**src/hdl/gopd_pkg.sv**
```systemverilog
`timescale 1ns / 1ps
// Shared types and constants for the glyph outline path decoder.
// No dependencies; every other file refers to it by scoped names.
package gopd_pkg;

  localparam int unsigned MAX_POLYGON_BYTES = 65536;
  localparam int unsigned HEADER_WORDS      = 4;
  localparam int unsigned POINTS_W          = 16;
  localparam int unsigned JOB_FIFO_DEPTH    = 8;
  localparam int unsigned CFG_ADDR_W        = 3;

  localparam logic [15:0] REC_TYPE_LINE   = 16'd1;
  localparam logic [15:0] REC_TYPE_SPLINE = 16'd2;

  localparam logic [31:0] COORD_MAX = 32'h7FFF_FFFF;
  localparam logic [31:0] COORD_MIN = 32'h8000_0000;

  typedef enum logic [2:0] {
    PH_COUNT,
    PH_TYPE,
    PH_START_X,
    PH_START_Y,
    PH_RECORD,
    PH_PT_X,
    PH_PT_Y
  } phase_e;

  typedef enum logic [1:0] {
    KIND_LINE,
    KIND_SPLINE,
    KIND_SKIP
  } kind_e;

  typedef enum logic [1:0] {
    CMD_CLOSE,
    CMD_MOVE,
    CMD_LINE,
    CMD_CURVE
  } cmd_e;

  typedef enum logic [2:0] {
    REG_SCALE_X,
    REG_SHEAR_Y,
    REG_SHEAR_X,
    REG_SCALE_Y,
    REG_OFFSET_X,
    REG_OFFSET_Y,
    REG_NEGATE_Y
  } cfg_reg_e;

  typedef struct packed {
    logic signed [31:0] scale_x;
    logic signed [31:0] shear_y;
    logic signed [31:0] shear_x;
    logic signed [31:0] scale_y;
    logic signed [31:0] offset_x;
    logic signed [31:0] offset_y;
    logic               negate_y;
  } cfg_t;

  localparam cfg_t CFG_RESET = '{
    scale_x:  32'sd65536,
    shear_y:  32'sd0,
    shear_x:  32'sd0,
    scale_y:  32'sd65536,
    offset_x: 32'sd0,
    offset_y: 32'sd0,
    negate_y: 1'b1
  };

  // What a job emits: an optional main result, then an optional final close
  typedef struct packed {
    logic has_main;
    cmd_e cmd;
    logic has_fin;
    logic trunc;
  } job_meta_t;

  // Parser output: raw points, end point held as a doubled midpoint sum
  typedef struct packed {
    job_meta_t          meta;
    logic [31:0]        ctrl_x;
    logic [31:0]        ctrl_y;
    logic signed [32:0] end_sum_x;
    logic signed [32:0] end_sum_y;
  } raw_job_t;

  typedef struct packed {
    job_meta_t   meta;
    logic [31:0] point_x;
    logic [31:0] point_y;
    logic [31:0] end_x;
    logic [31:0] end_y;
  } res_job_t;

endpackage

```
**src/hdl/gopd_parser.sv**
```systemverilog
`timescale 1ns / 1ps
// Outline word parser: polygon/record state machine and the job register.
// Depends on gopd_pkg.
module gopd_parser #(
  parameter int unsigned MAX_POLYGON_BYTES = gopd_pkg::MAX_POLYGON_BYTES
) (
  input  logic                clk_i,
  input  logic                rst_ni,
  input  logic                in_fire_i,
  input  logic [31:0]         word_i,
  input  logic                final_i,
  output logic                job_valid_o,
  output gopd_pkg::raw_job_t  job_o
);

  localparam int unsigned WORDS_W = $clog2(MAX_POLYGON_BYTES / 4 + 1);
  localparam logic [WORDS_W-1:0] MAX_WORDS = WORDS_W'(MAX_POLYGON_BYTES / 4);
  localparam logic [WORDS_W-1:0] HDR_WORDS = WORDS_W'(gopd_pkg::HEADER_WORDS);

  gopd_pkg::phase_e              phase_q, phase_d, step_phase;
  gopd_pkg::kind_e               kind_q, kind_d;
  logic [WORDS_W-1:0]            left_q, left_d, left_dec;
  logic [gopd_pkg::POINTS_W-1:0] pts_q, pts_d, pts_dec;
  logic                          first_q, first_d;
  logic [31:0]                   held_q, held_d;
  logic [31:0]                   prev_x_q, prev_x_d, prev_y_q, prev_y_d;
  logic [WORDS_W-1:0]            words_clamp, words;
  logic [15:0]                   rec_type;
  logic                          job_valid_q, job_valid_d;
  gopd_pkg::raw_job_t            job_q, job_d;

  assign rec_type    = word_i[15:0];
  assign left_dec    = left_q - WORDS_W'(1);
  assign pts_dec     = pts_q - gopd_pkg::POINTS_W'(1);
  assign words_clamp = (word_i > 32'(MAX_POLYGON_BYTES)) ? MAX_WORDS : word_i[WORDS_W+1:2];
  assign words       = (words_clamp < HDR_WORDS) ? HDR_WORDS : words_clamp;

  // Next state
  always_comb begin
    step_phase = phase_q;
    left_d     = left_q;
    kind_d     = kind_q;
    pts_d      = pts_q;
    first_d    = first_q;
    held_d     = held_q;
    prev_x_d   = prev_x_q;
    prev_y_d   = prev_y_q;
    case (phase_q)
      gopd_pkg::PH_COUNT: begin
        left_d     = words - HDR_WORDS;
        step_phase = gopd_pkg::PH_TYPE;
      end
      gopd_pkg::PH_TYPE: begin
        step_phase = gopd_pkg::PH_START_X;
      end
      gopd_pkg::PH_START_X: begin
        held_d     = word_i;
        step_phase = gopd_pkg::PH_START_Y;
      end
      gopd_pkg::PH_START_Y: begin
        step_phase = (left_q != '0) ? gopd_pkg::PH_RECORD : gopd_pkg::PH_COUNT;
      end
      gopd_pkg::PH_RECORD: begin
        left_d  = left_dec;
        kind_d  = (rec_type == gopd_pkg::REC_TYPE_LINE)   ? gopd_pkg::KIND_LINE :
                  (rec_type == gopd_pkg::REC_TYPE_SPLINE) ? gopd_pkg::KIND_SPLINE :
                                                            gopd_pkg::KIND_SKIP;
        pts_d   = word_i[31:16];
        first_d = 1'b1;
        step_phase = (word_i[31:16] != '0) ? gopd_pkg::PH_PT_X : gopd_pkg::PH_RECORD;
        if (left_dec == '0) step_phase = gopd_pkg::PH_COUNT;
      end
      gopd_pkg::PH_PT_X: begin
        left_d     = left_dec;
        held_d     = word_i;
        step_phase = (left_dec != '0) ? gopd_pkg::PH_PT_Y : gopd_pkg::PH_COUNT;
      end
      gopd_pkg::PH_PT_Y: begin
        left_d = left_dec;
        pts_d  = pts_dec;
        if (kind_q == gopd_pkg::KIND_SPLINE) begin
          first_d  = 1'b0;
          prev_x_d = held_q;
          prev_y_d = word_i;
        end
        step_phase = (pts_dec != '0) ? gopd_pkg::PH_PT_X : gopd_pkg::PH_RECORD;
        if (left_dec == '0) step_phase = gopd_pkg::PH_COUNT;
      end
      default: begin
        step_phase = gopd_pkg::PH_COUNT;
      end
    endcase
    phase_d = step_phase;
    // buffer end drops the parser back to its reset state
    if (final_i) begin
      phase_d  = gopd_pkg::PH_COUNT;
      left_d   = '0;
      kind_d   = gopd_pkg::KIND_LINE;
      pts_d    = '0;
      first_d  = 1'b1;
      held_d   = '0;
      prev_x_d = '0;
      prev_y_d = '0;
    end
  end

  // Job for this beat
  always_comb begin
    job_d.meta.has_main = 1'b0;
    job_d.meta.cmd      = gopd_pkg::CMD_CLOSE;
    job_d.meta.has_fin  = final_i;
    job_d.meta.trunc    = final_i && (step_phase != gopd_pkg::PH_COUNT);
    job_d.ctrl_x        = held_q;
    job_d.ctrl_y        = word_i;
    job_d.end_sum_x     = '0;
    job_d.end_sum_y     = '0;
    case (phase_q)
      gopd_pkg::PH_COUNT: begin
        job_d.meta.has_main = 1'b1;
      end
      gopd_pkg::PH_START_Y: begin
        job_d.meta.has_main = 1'b1;
        job_d.meta.cmd      = gopd_pkg::CMD_MOVE;
      end
      gopd_pkg::PH_PT_Y: begin
        if (kind_q == gopd_pkg::KIND_LINE) begin
          job_d.meta.has_main = 1'b1;
          job_d.meta.cmd      = gopd_pkg::CMD_LINE;
        end else if (kind_q == gopd_pkg::KIND_SPLINE && !first_q) begin
          job_d.meta.has_main = 1'b1;
          job_d.meta.cmd      = gopd_pkg::CMD_CURVE;
          job_d.ctrl_x        = prev_x_q;
          job_d.ctrl_y        = prev_y_q;
          // last point of the record: end on the point itself (sum of it twice)
          if (pts_dec != '0) begin
            job_d.end_sum_x = $signed({prev_x_q[31], prev_x_q}) + $signed({held_q[31], held_q});
            job_d.end_sum_y = $signed({prev_y_q[31], prev_y_q}) + $signed({word_i[31], word_i});
          end else begin
            job_d.end_sum_x = $signed({held_q[31], held_q}) + $signed({held_q[31], held_q});
            job_d.end_sum_y = $signed({word_i[31], word_i}) + $signed({word_i[31], word_i});
          end
        end
      end
      default: begin
      end
    endcase
    job_valid_d = in_fire_i && (job_d.meta.has_main || final_i);
  end

  always_ff @(posedge clk_i or negedge rst_ni) begin
    if (!rst_ni) begin
      phase_q     <= gopd_pkg::PH_COUNT;
      left_q      <= '0;
      kind_q      <= gopd_pkg::KIND_LINE;
      pts_q       <= '0;
      first_q     <= 1'b1;
      held_q      <= '0;
      prev_x_q    <= '0;
      prev_y_q    <= '0;
      job_valid_q <= 1'b0;
    end else begin
      if (in_fire_i) begin
        phase_q  <= phase_d;
        left_q   <= left_d;
        kind_q   <= kind_d;
        pts_q    <= pts_d;
        first_q  <= first_d;
        held_q   <= held_d;
        prev_x_q <= prev_x_d;
        prev_y_q <= prev_y_d;
      end
      job_valid_q <= job_valid_d;
    end
  end

  always_ff @(posedge clk_i) begin
    if (in_fire_i) begin
      job_q <= job_d;
    end
  end

  assign job_valid_o = job_valid_q;
  assign job_o       = job_q;

`ifndef SYNTHESIS
  a_final_resets: assert property (@(posedge clk_i) disable iff (!rst_ni)
    (in_fire_i && final_i) |=> (phase_q == gopd_pkg::PH_COUNT && left_q == '0))
    else $error("parser not back at polygon start after buffer end");
  a_point_budget: assert property (@(posedge clk_i) disable iff (!rst_ni)
    (phase_q == gopd_pkg::PH_PT_X || phase_q == gopd_pkg::PH_PT_Y) |->
    (left_q != '0 && pts_q != '0))
    else $error("point phase entered with no words or points left");
`endif

endmodule

```
**config.mk**
```make
export PLATFORM = sky130hd
export DESIGN_NAME = gopd_parser
export DESIGN_NICKNAME = d
export VERILOG_FILES = /design/src/hdl/gopd_pkg.sv /design/src/hdl/gopd_parser.sv
export SDC_FILE = /design/constraint.sdc
export NUM_CORES = 1
export LEC_CHECK = 0
export ABC_AREA = 1
export BUFFER_PORTS_ARGS = -buffer_cell sky130_fd_sc_hd__buf_2
export CAP_MARGIN = 25
export CORE_UTILIZATION = 45
export DETAILED_ROUTE_END_ITERATION = 10
export HOLD_SLACK_MARGIN = 0.08
export PLACE_DENSITY_LB_ADDON = 0.08
export SYNTH_ARGS = -nofsm -noshare
export SYNTH_HDL_FRONTEND = slang
export SYNTH_SLANG_ARGS = --single-unit
```
**constraint.sdc**
```tcl
create_clock -name clk_i -period 3.83 [get_ports clk_i]
set_clock_uncertainty 0.2 [all_clocks]
set_input_delay 0.766 -clock clk_i [delete_from_list [all_inputs] [get_ports clk_i]]
set_output_delay 0.766 -clock clk_i [all_outputs]
set_load 0.01 [all_outputs]
```
After elaboration in Yosys (flattened, before gate mapping)
Cells that the tools add are included.
{"block": "totals", "regBits": 269, "inputBits": 36, "output_inout_bits": 136, "wordCells": 104}
{"block": "op_classes", "add_sub_neg": 7, "magnitude_cmp": 2, "n_eq_ne": 10, "mux": 37, "n_bitwise": 2, "reduce_logical": 29}
{"op": "2-to-1 mux 130 bit", "count": 3}
{"op": "2-to-1 mux 32 bit", "count": 8}
{"op": "adder 32 x 32 -> 33 bit", "count": 4}
{"op": "2-to-1 mux 66 bit", "count": 1}
{"op": "2-to-1 mux 15 bit", "count": 3}
{"op": "greater-than comparator 32 x 17 -> 1 bit (second input constant)", "count": 1}
{"op": "case mux 16 bit (2 select lines)", "count": 1}
{"op": "nonzero test 16 bit", "count": 2}
{"op": "case mux 15 bit (2 select lines)", "count": 1}
{"op": "nonzero test 15 bit", "count": 2}
{"op": "2-to-1 mux 3 bit", "count": 7}
{"op": "case mux 3 bit (7 select lines)", "count": 1}
{"op": "equality test 16 x 1 -> 1 bit (second input constant)", "count": 1}
{"op": "equality test 16 x 2 -> 1 bit (second input constant)", "count": 1}
{"op": "2-to-1 mux 16 bit", "count": 1}
{"op": "subtractor 16 x 1 -> 16 bit (second input constant)", "count": 1}
{"op": "logical NOT 15 bit", "count": 1}
{"op": "less-than comparator 15 x 3 -> 1 bit (second input constant)", "count": 1}
{"op": "subtractor 15 x 1 -> 15 bit (second input constant)", "count": 1}
{"op": "subtractor 15 x 3 -> 15 bit (second input constant)", "count": 1}
{"op": "equality test 3 bit (second input constant)", "count": 3}
{"op": "nonzero test 3 bit", "count": 3}
{"op": "2-to-1 mux 2 bit", "count": 4}
{"op": "AND reduction 2 bit", "count": 4}
{"op": "17 further kinds", "count": 31}

Logic depth before layout (Yosys ltp)
{"block": "logic_depth", "ltp_word": 7, "depth_mapped": 30, "ltp_nobuf": 29}

Worst setup path after synthesis
Ideal clock, no wire load.
{"block": "synth_timing", "kind": "flip-flop to flip-flop", "from": "register pts_q[0] (netlist bit)", "to": "register job_q (netlist bit job_o[20]) (data pin)", "arrival_time_ns": 3.545, "required_ns": 3.376, "slack_ns": -0.169, "path_stages_with_launch": 27, "synth_period_minus_slack_ns": 3.999, "cell_sequence": "dfrtp_1 > inv_1 > ha_1 > nand2_2 > nor2_2 > nor2_1 > nor2_2 > nand3_1 > nor2_1 > nand3_2 > buf_6 > buf_6 > a21oi_2 > ha_1 > inv_1 > fa_1 > inv_1 > nand2_1 > o21ai_0 > inv_1 > o21ai_0 > nand2_1 > nand2_1 > nand2_1 > nand2_1 > a21oi_1 > o21a_1"}
{"block": "synth_between", "elab_chain_len": 3}
{"element": "start, declared", "line": "gopd_parser.sv:23", "text": "logic [gopd_pkg::POINTS_W-1:0] pts_q, pts_d, pts_dec;"}
{"element": "start signal, assigned", "line": "gopd_parser.sv:166", "text": "pts_q <= pts_d;"}
{"element": "subtractor 16 x 1 -> 16 bit", "line": "gopd_parser.sv:34", "text": "assign pts_dec = pts_q - gopd_pkg::POINTS_W'(1);"}
{"element": "nonzero test 16 bit", "line": "gopd_parser.sv:135", "text": "if (pts_dec != '0) begin"}
{"element": "2-to-1 mux 66 bit", "line": "gopd_parser.sv:135"}
{"element": "end signal, assigned", "line": "gopd_parser.sv:178", "text": "job_q <= job_d;"}
{"element": "end, declared", "line": "gopd_parser.sv:30", "text": "gopd_pkg::raw_job_t job_q, job_d;"}
Every way passes these cells.
A chain may end at the register's enable or synchronous reset.

Worst setup path in the final report
{"block": "layout_timing", "from": "register pts_q[1] (netlist bit)", "to": "register job_q (netlist bit job_o[23]) (data pin)"}
Same word-level chain as after synthesis.

==> results.txt <==
* Status: complete, but fails checks
- The checks that failed: negative setup slack.
- The layout has roughly 3300 filler cells.
- By startpoint and endpoint, the worst setup path is classified as flop to flop.
- On the critical path the largest part of the delay comes from simple AND/OR/NAND/NOR gates.
- In the synthesized netlist the async set-or-reset flop fraction comes to 49.8%.
- Along the worst path, the maximum fanout reaches 8.
- The share of the Yosys chip area taken by registers is 44.2%.
- Number of slew-limit violations in the final report: 0
* Main synth FF type: sky130_fd_sc_hd__edfxtp_1
- When the netlist entered floorplanning its net count stood at 2293.
* Distinct cell type count of the synthesized netlist: 47
* Worst max-slew margin expressed relative to the limit: 58.6%
- Number of vias per cell after detailed routing: 5.29
- In the final routed layout, each cell accounts on average for between 15 and 20 µm.
- Number of global-route vias before repair: 15954
* Crit. End Element: flop
* Largest cells by area after synthesis: sky130_fd_sc_hd__edfxtp_1, sky130_fd_sc_hd__dfrtp_1, sky130_fd_sc_hd__nand2_1
- The tree built by TritonCTS fans out to 269 sinks.
* Startpoint class of the critical path: flop
* Pin count of the biggest net entering global routing: roughly 110
- In this run the number of H-tree levels came out at 1.
- The initial antenna violation count came to 0.
* DRC marker count from the first detailed-route iteration: 1079
- Yosys printed 0 warnings.
- After floorplanning, the core was divided into 70 placement rows.
- Arrival time of the worst setup path: slightly above 4 ns
- In this run the static leakage power is roughly 11 nW.
- Number of buffers inserted by port buffering: ~170
* Largest incremental delay on the critical path: roughly 0.4 ns
- Sum of internal, switching and leakage power: 10.1 mW
* Wirelength, routed: 55.0 mm
- Die Span Y: 195 µm
- Number of maximum-capacitance violations: 0
- Yosys top cell area share: 24.2%
* Maximum clock rate: 0.252 GHz
- After routing the design area is approximately 0.023 mm².
* Tot GR Track Use: about 29%
* Unrepaired setup endpoints after global routing: true
* IO Count: 172
- Netlist Area Pre-Place: 0.0168 mm²
* Die span in x: 195 µm
- Clock tree from TritonCTS: yes
* Final setup fails: 24
- Total clock buffers created by CTS: 31
* Vias: approximately 16000
- Clock-pin slew on the worst setup and hold paths: roughly 0.06 ns
- Number of buffers between clock root and the deepest sink: 3
- Cell area power density: 440 mW/mm²
- Summed over all nets, the half-perimeter wirelength after detailed placement is around 40 mm.
- After detailed routing, the number of remaining DRC violations is 0.
- Slowest cell on crit path: sky130_fd_sc_hd__dfrtp_1
- In the finished design, the share of the clock period the worst path needs comes to 104%.
- Period minus WS final: 3.96 ns
- Number of flip-flops and latches in the synthesized netlist: about 270
- The first TritonRoute pass finished after 5 iterations.
* Number of nets with antenna violations after detailed routing: 0
- Full die area: 0.0380 mm²
* Transition at the pin with the smallest max-transition slack: 0.622 ns
- RD Place Congestion: 0.904
- Synth-to-Final Area Change: 36.6%
- Hold Path Class: flop to flop
- After global routing the overflow that remains totals 0.
- Ant. Diodes: 0
* Starting density of the core: 45.8%
- IR analysis of the VDD net gives a maximum drop of 0.000392 V.
- Floorplan core area: about 0.037 mm²
- For this run, the post-layout net count is 2716.
- Placed cell area: around 0.02 mm²
- Synthesis handed over a netlist of between 2000 and 2500 instances.
* Count of buffer and inverter cells on the critical path: 6
* Fraction of layout cells with a size suffix above 1: around 34%
* Global-route wire length before repair: 85.6 mm
- Avg Cell Area, Syn: between 7 and 8 µm²
- For the final routed database, the setup TNS stands at -1.29 ns.
- The clock reaches the later pin of the worst-skew pair after 0.58 ns.
- Count of final hold-check violations: 0
- Clock root buffer master: sky130_fd_sc_hd__clkbuf_16
- EDFF count, synth: 135
- STA puts the critical path data required time at 3.97 ns.
- Setup slack on the critical path of the routed design comes to -0.134 ns.
- Cell type contributing the most total cell area after synthesis: sky130_fd_sc_hd__edfxtp_1
## flip-flops by register name (all words and copies together), names as in the netlist
name,cells
first_q,1
held_q,32
job_o,135
job_valid_o,1
kind_q,2
left_q,15
phase_q,3
prev_x_q,32
prev_y_q,32
pts_q,16
## area by class of cell
type                    instances  area [µm²]  area share, %
clock inverters                17         115          0.503
repair buffers                461        3240           14.2
well taps                     468         586           2.56
multi-input cells            1576        9660           42.2
inverters                     269        1010           4.41
clock buffers                  40         881           3.85
flip-flops and latches        269        7410           32.4
## what timing repair did
item	CTS	global route
endpoints found under the setup margin	50	53
gates resized for setup	169	231
pin swaps	20	51
hold buffers	1	0
endpoints found under the hold margin	53	0
gates cloned	1	0
setup buffers	9	12
## cells by family (layout without fill, tap and decap cells)
group,after synthesis,count (layout),synth area share [%]
flops,269,269,44.2
compound gates,542,542,18.7
buf+inv,340,787,8.05
simple gates,953,953,23.1
fa+ha+maj,72,72,5.46
xor+xnor,9,9,0.470
## cell usage in the layout (no fill, tap or decap), drive strengths merged, types with 5 or more instances in the layout
master / netlist / layout
a21oi: 228 / 228
dfrtp: 133 / 133
ha: 70 / 70
buf: 23 / 460
xor2: 7 / 7
inv: 268 / 271
edfxtp: 135 / 135
nand4: 20 / 20
nor2: 293 / 293
o211ai: 9 / 9
clkinv: 1 / 11
a31oi: 5 / 5
nand3: 112 / 112
o21ai: 237 / 237
a22oi: 8 / 8
a21o: 5 / 5
a21boi: 5 / 5
nor3: 12 / 12
o21a: 19 / 19
nand2: 503 / 503
clkbuf: 48 / 40
o21bai: 10 / 10
## Yosys cell counts (all sizes together) (2+ instances only)
cell type / n
nand3: 112
o21ai: 237
o221ai: 4
a21boi: 5
o21a: 19
xnor2: 2
xor2: 7
o211ai: 9
clkbuf: 48
o41ai: 3
and2: 3
a22oi: 8
a31oi: 5
inv: 268
nor2: 293
fa: 2
a21oi: 228
nand2: 503
o22ai: 3
o21bai: 10
nand3b: 4
ha: 70
nor3: 12
dfrtp: 133
edfxtp: 135
nor4: 4
a21o: 5
nand4: 20
buf: 23
o311ai: 2
## report_power, final
| part | total, mW | leakage [nW] | internal (mW) | switching, mW |
|---|---|---|---|---|
| Clock | 2.90 | 0.483 | 1.63 | 1.27 |
| Sequential | 3.63 | 3.11 | 3.38 | 0.248 |
| Combinational | 3.56 | 7.01 | 1.55 | 2.01 |
| Total | 10.1 | 10.6 | 6.55 | 3.53 |
## metal layers
metal | track usage [%] | part of all wire, % | up-vias
li1 | - | - | 8137
met1 | 39.0 | 45 | 7748
met2 | 47.3 | 48 | 455
met3 | 3.99 | 5.4 | 74
met4 | 7.73 | 2.3 | 0
met5 | 0 | 0 | -
## stage by stage
stage               instances  utilization, %  setup WS, ns  hold WS (ns)
finish                   3100            62.5        -0.134         0.302
global route             3100            62.5        -0.345         0.338
CTS                      3089            59.8        -0.157         0.305
detailed placement       3021            54.7        -0.404         0.296
global placement         3020            54.6        -0.351         0.294
floorplan                2185               -        0.0190         0.267
## tightest hold or removal path, stage by stage (launching register included)
cell and delay (ns):
sky130_fd_sc_hd__dfstp_2 0.37, sky130_fd_sc_hd__inv_1 0.04, sky130_fd_sc_hd__o21ai_0 0.08
## final timing paths
check	from	endpoint	cells past startpoint	slack, ns
worst max-delay path	pts_q[1]	job_o[23]	26	-0.13
worst min-delay path	first_q	first_q	2	0.30
worst max register to register	pts_q[1]	job_o[23]	26	-0.13
worst min register to register	first_q	first_q	2	0.30
max in group asynchronous	rst_ni	first_q	3	2.02
min in group asynchronous	rst_ni	prev_y_q[29]	2	0.53
No activity file was read; power rests on OpenSTA's default activity.
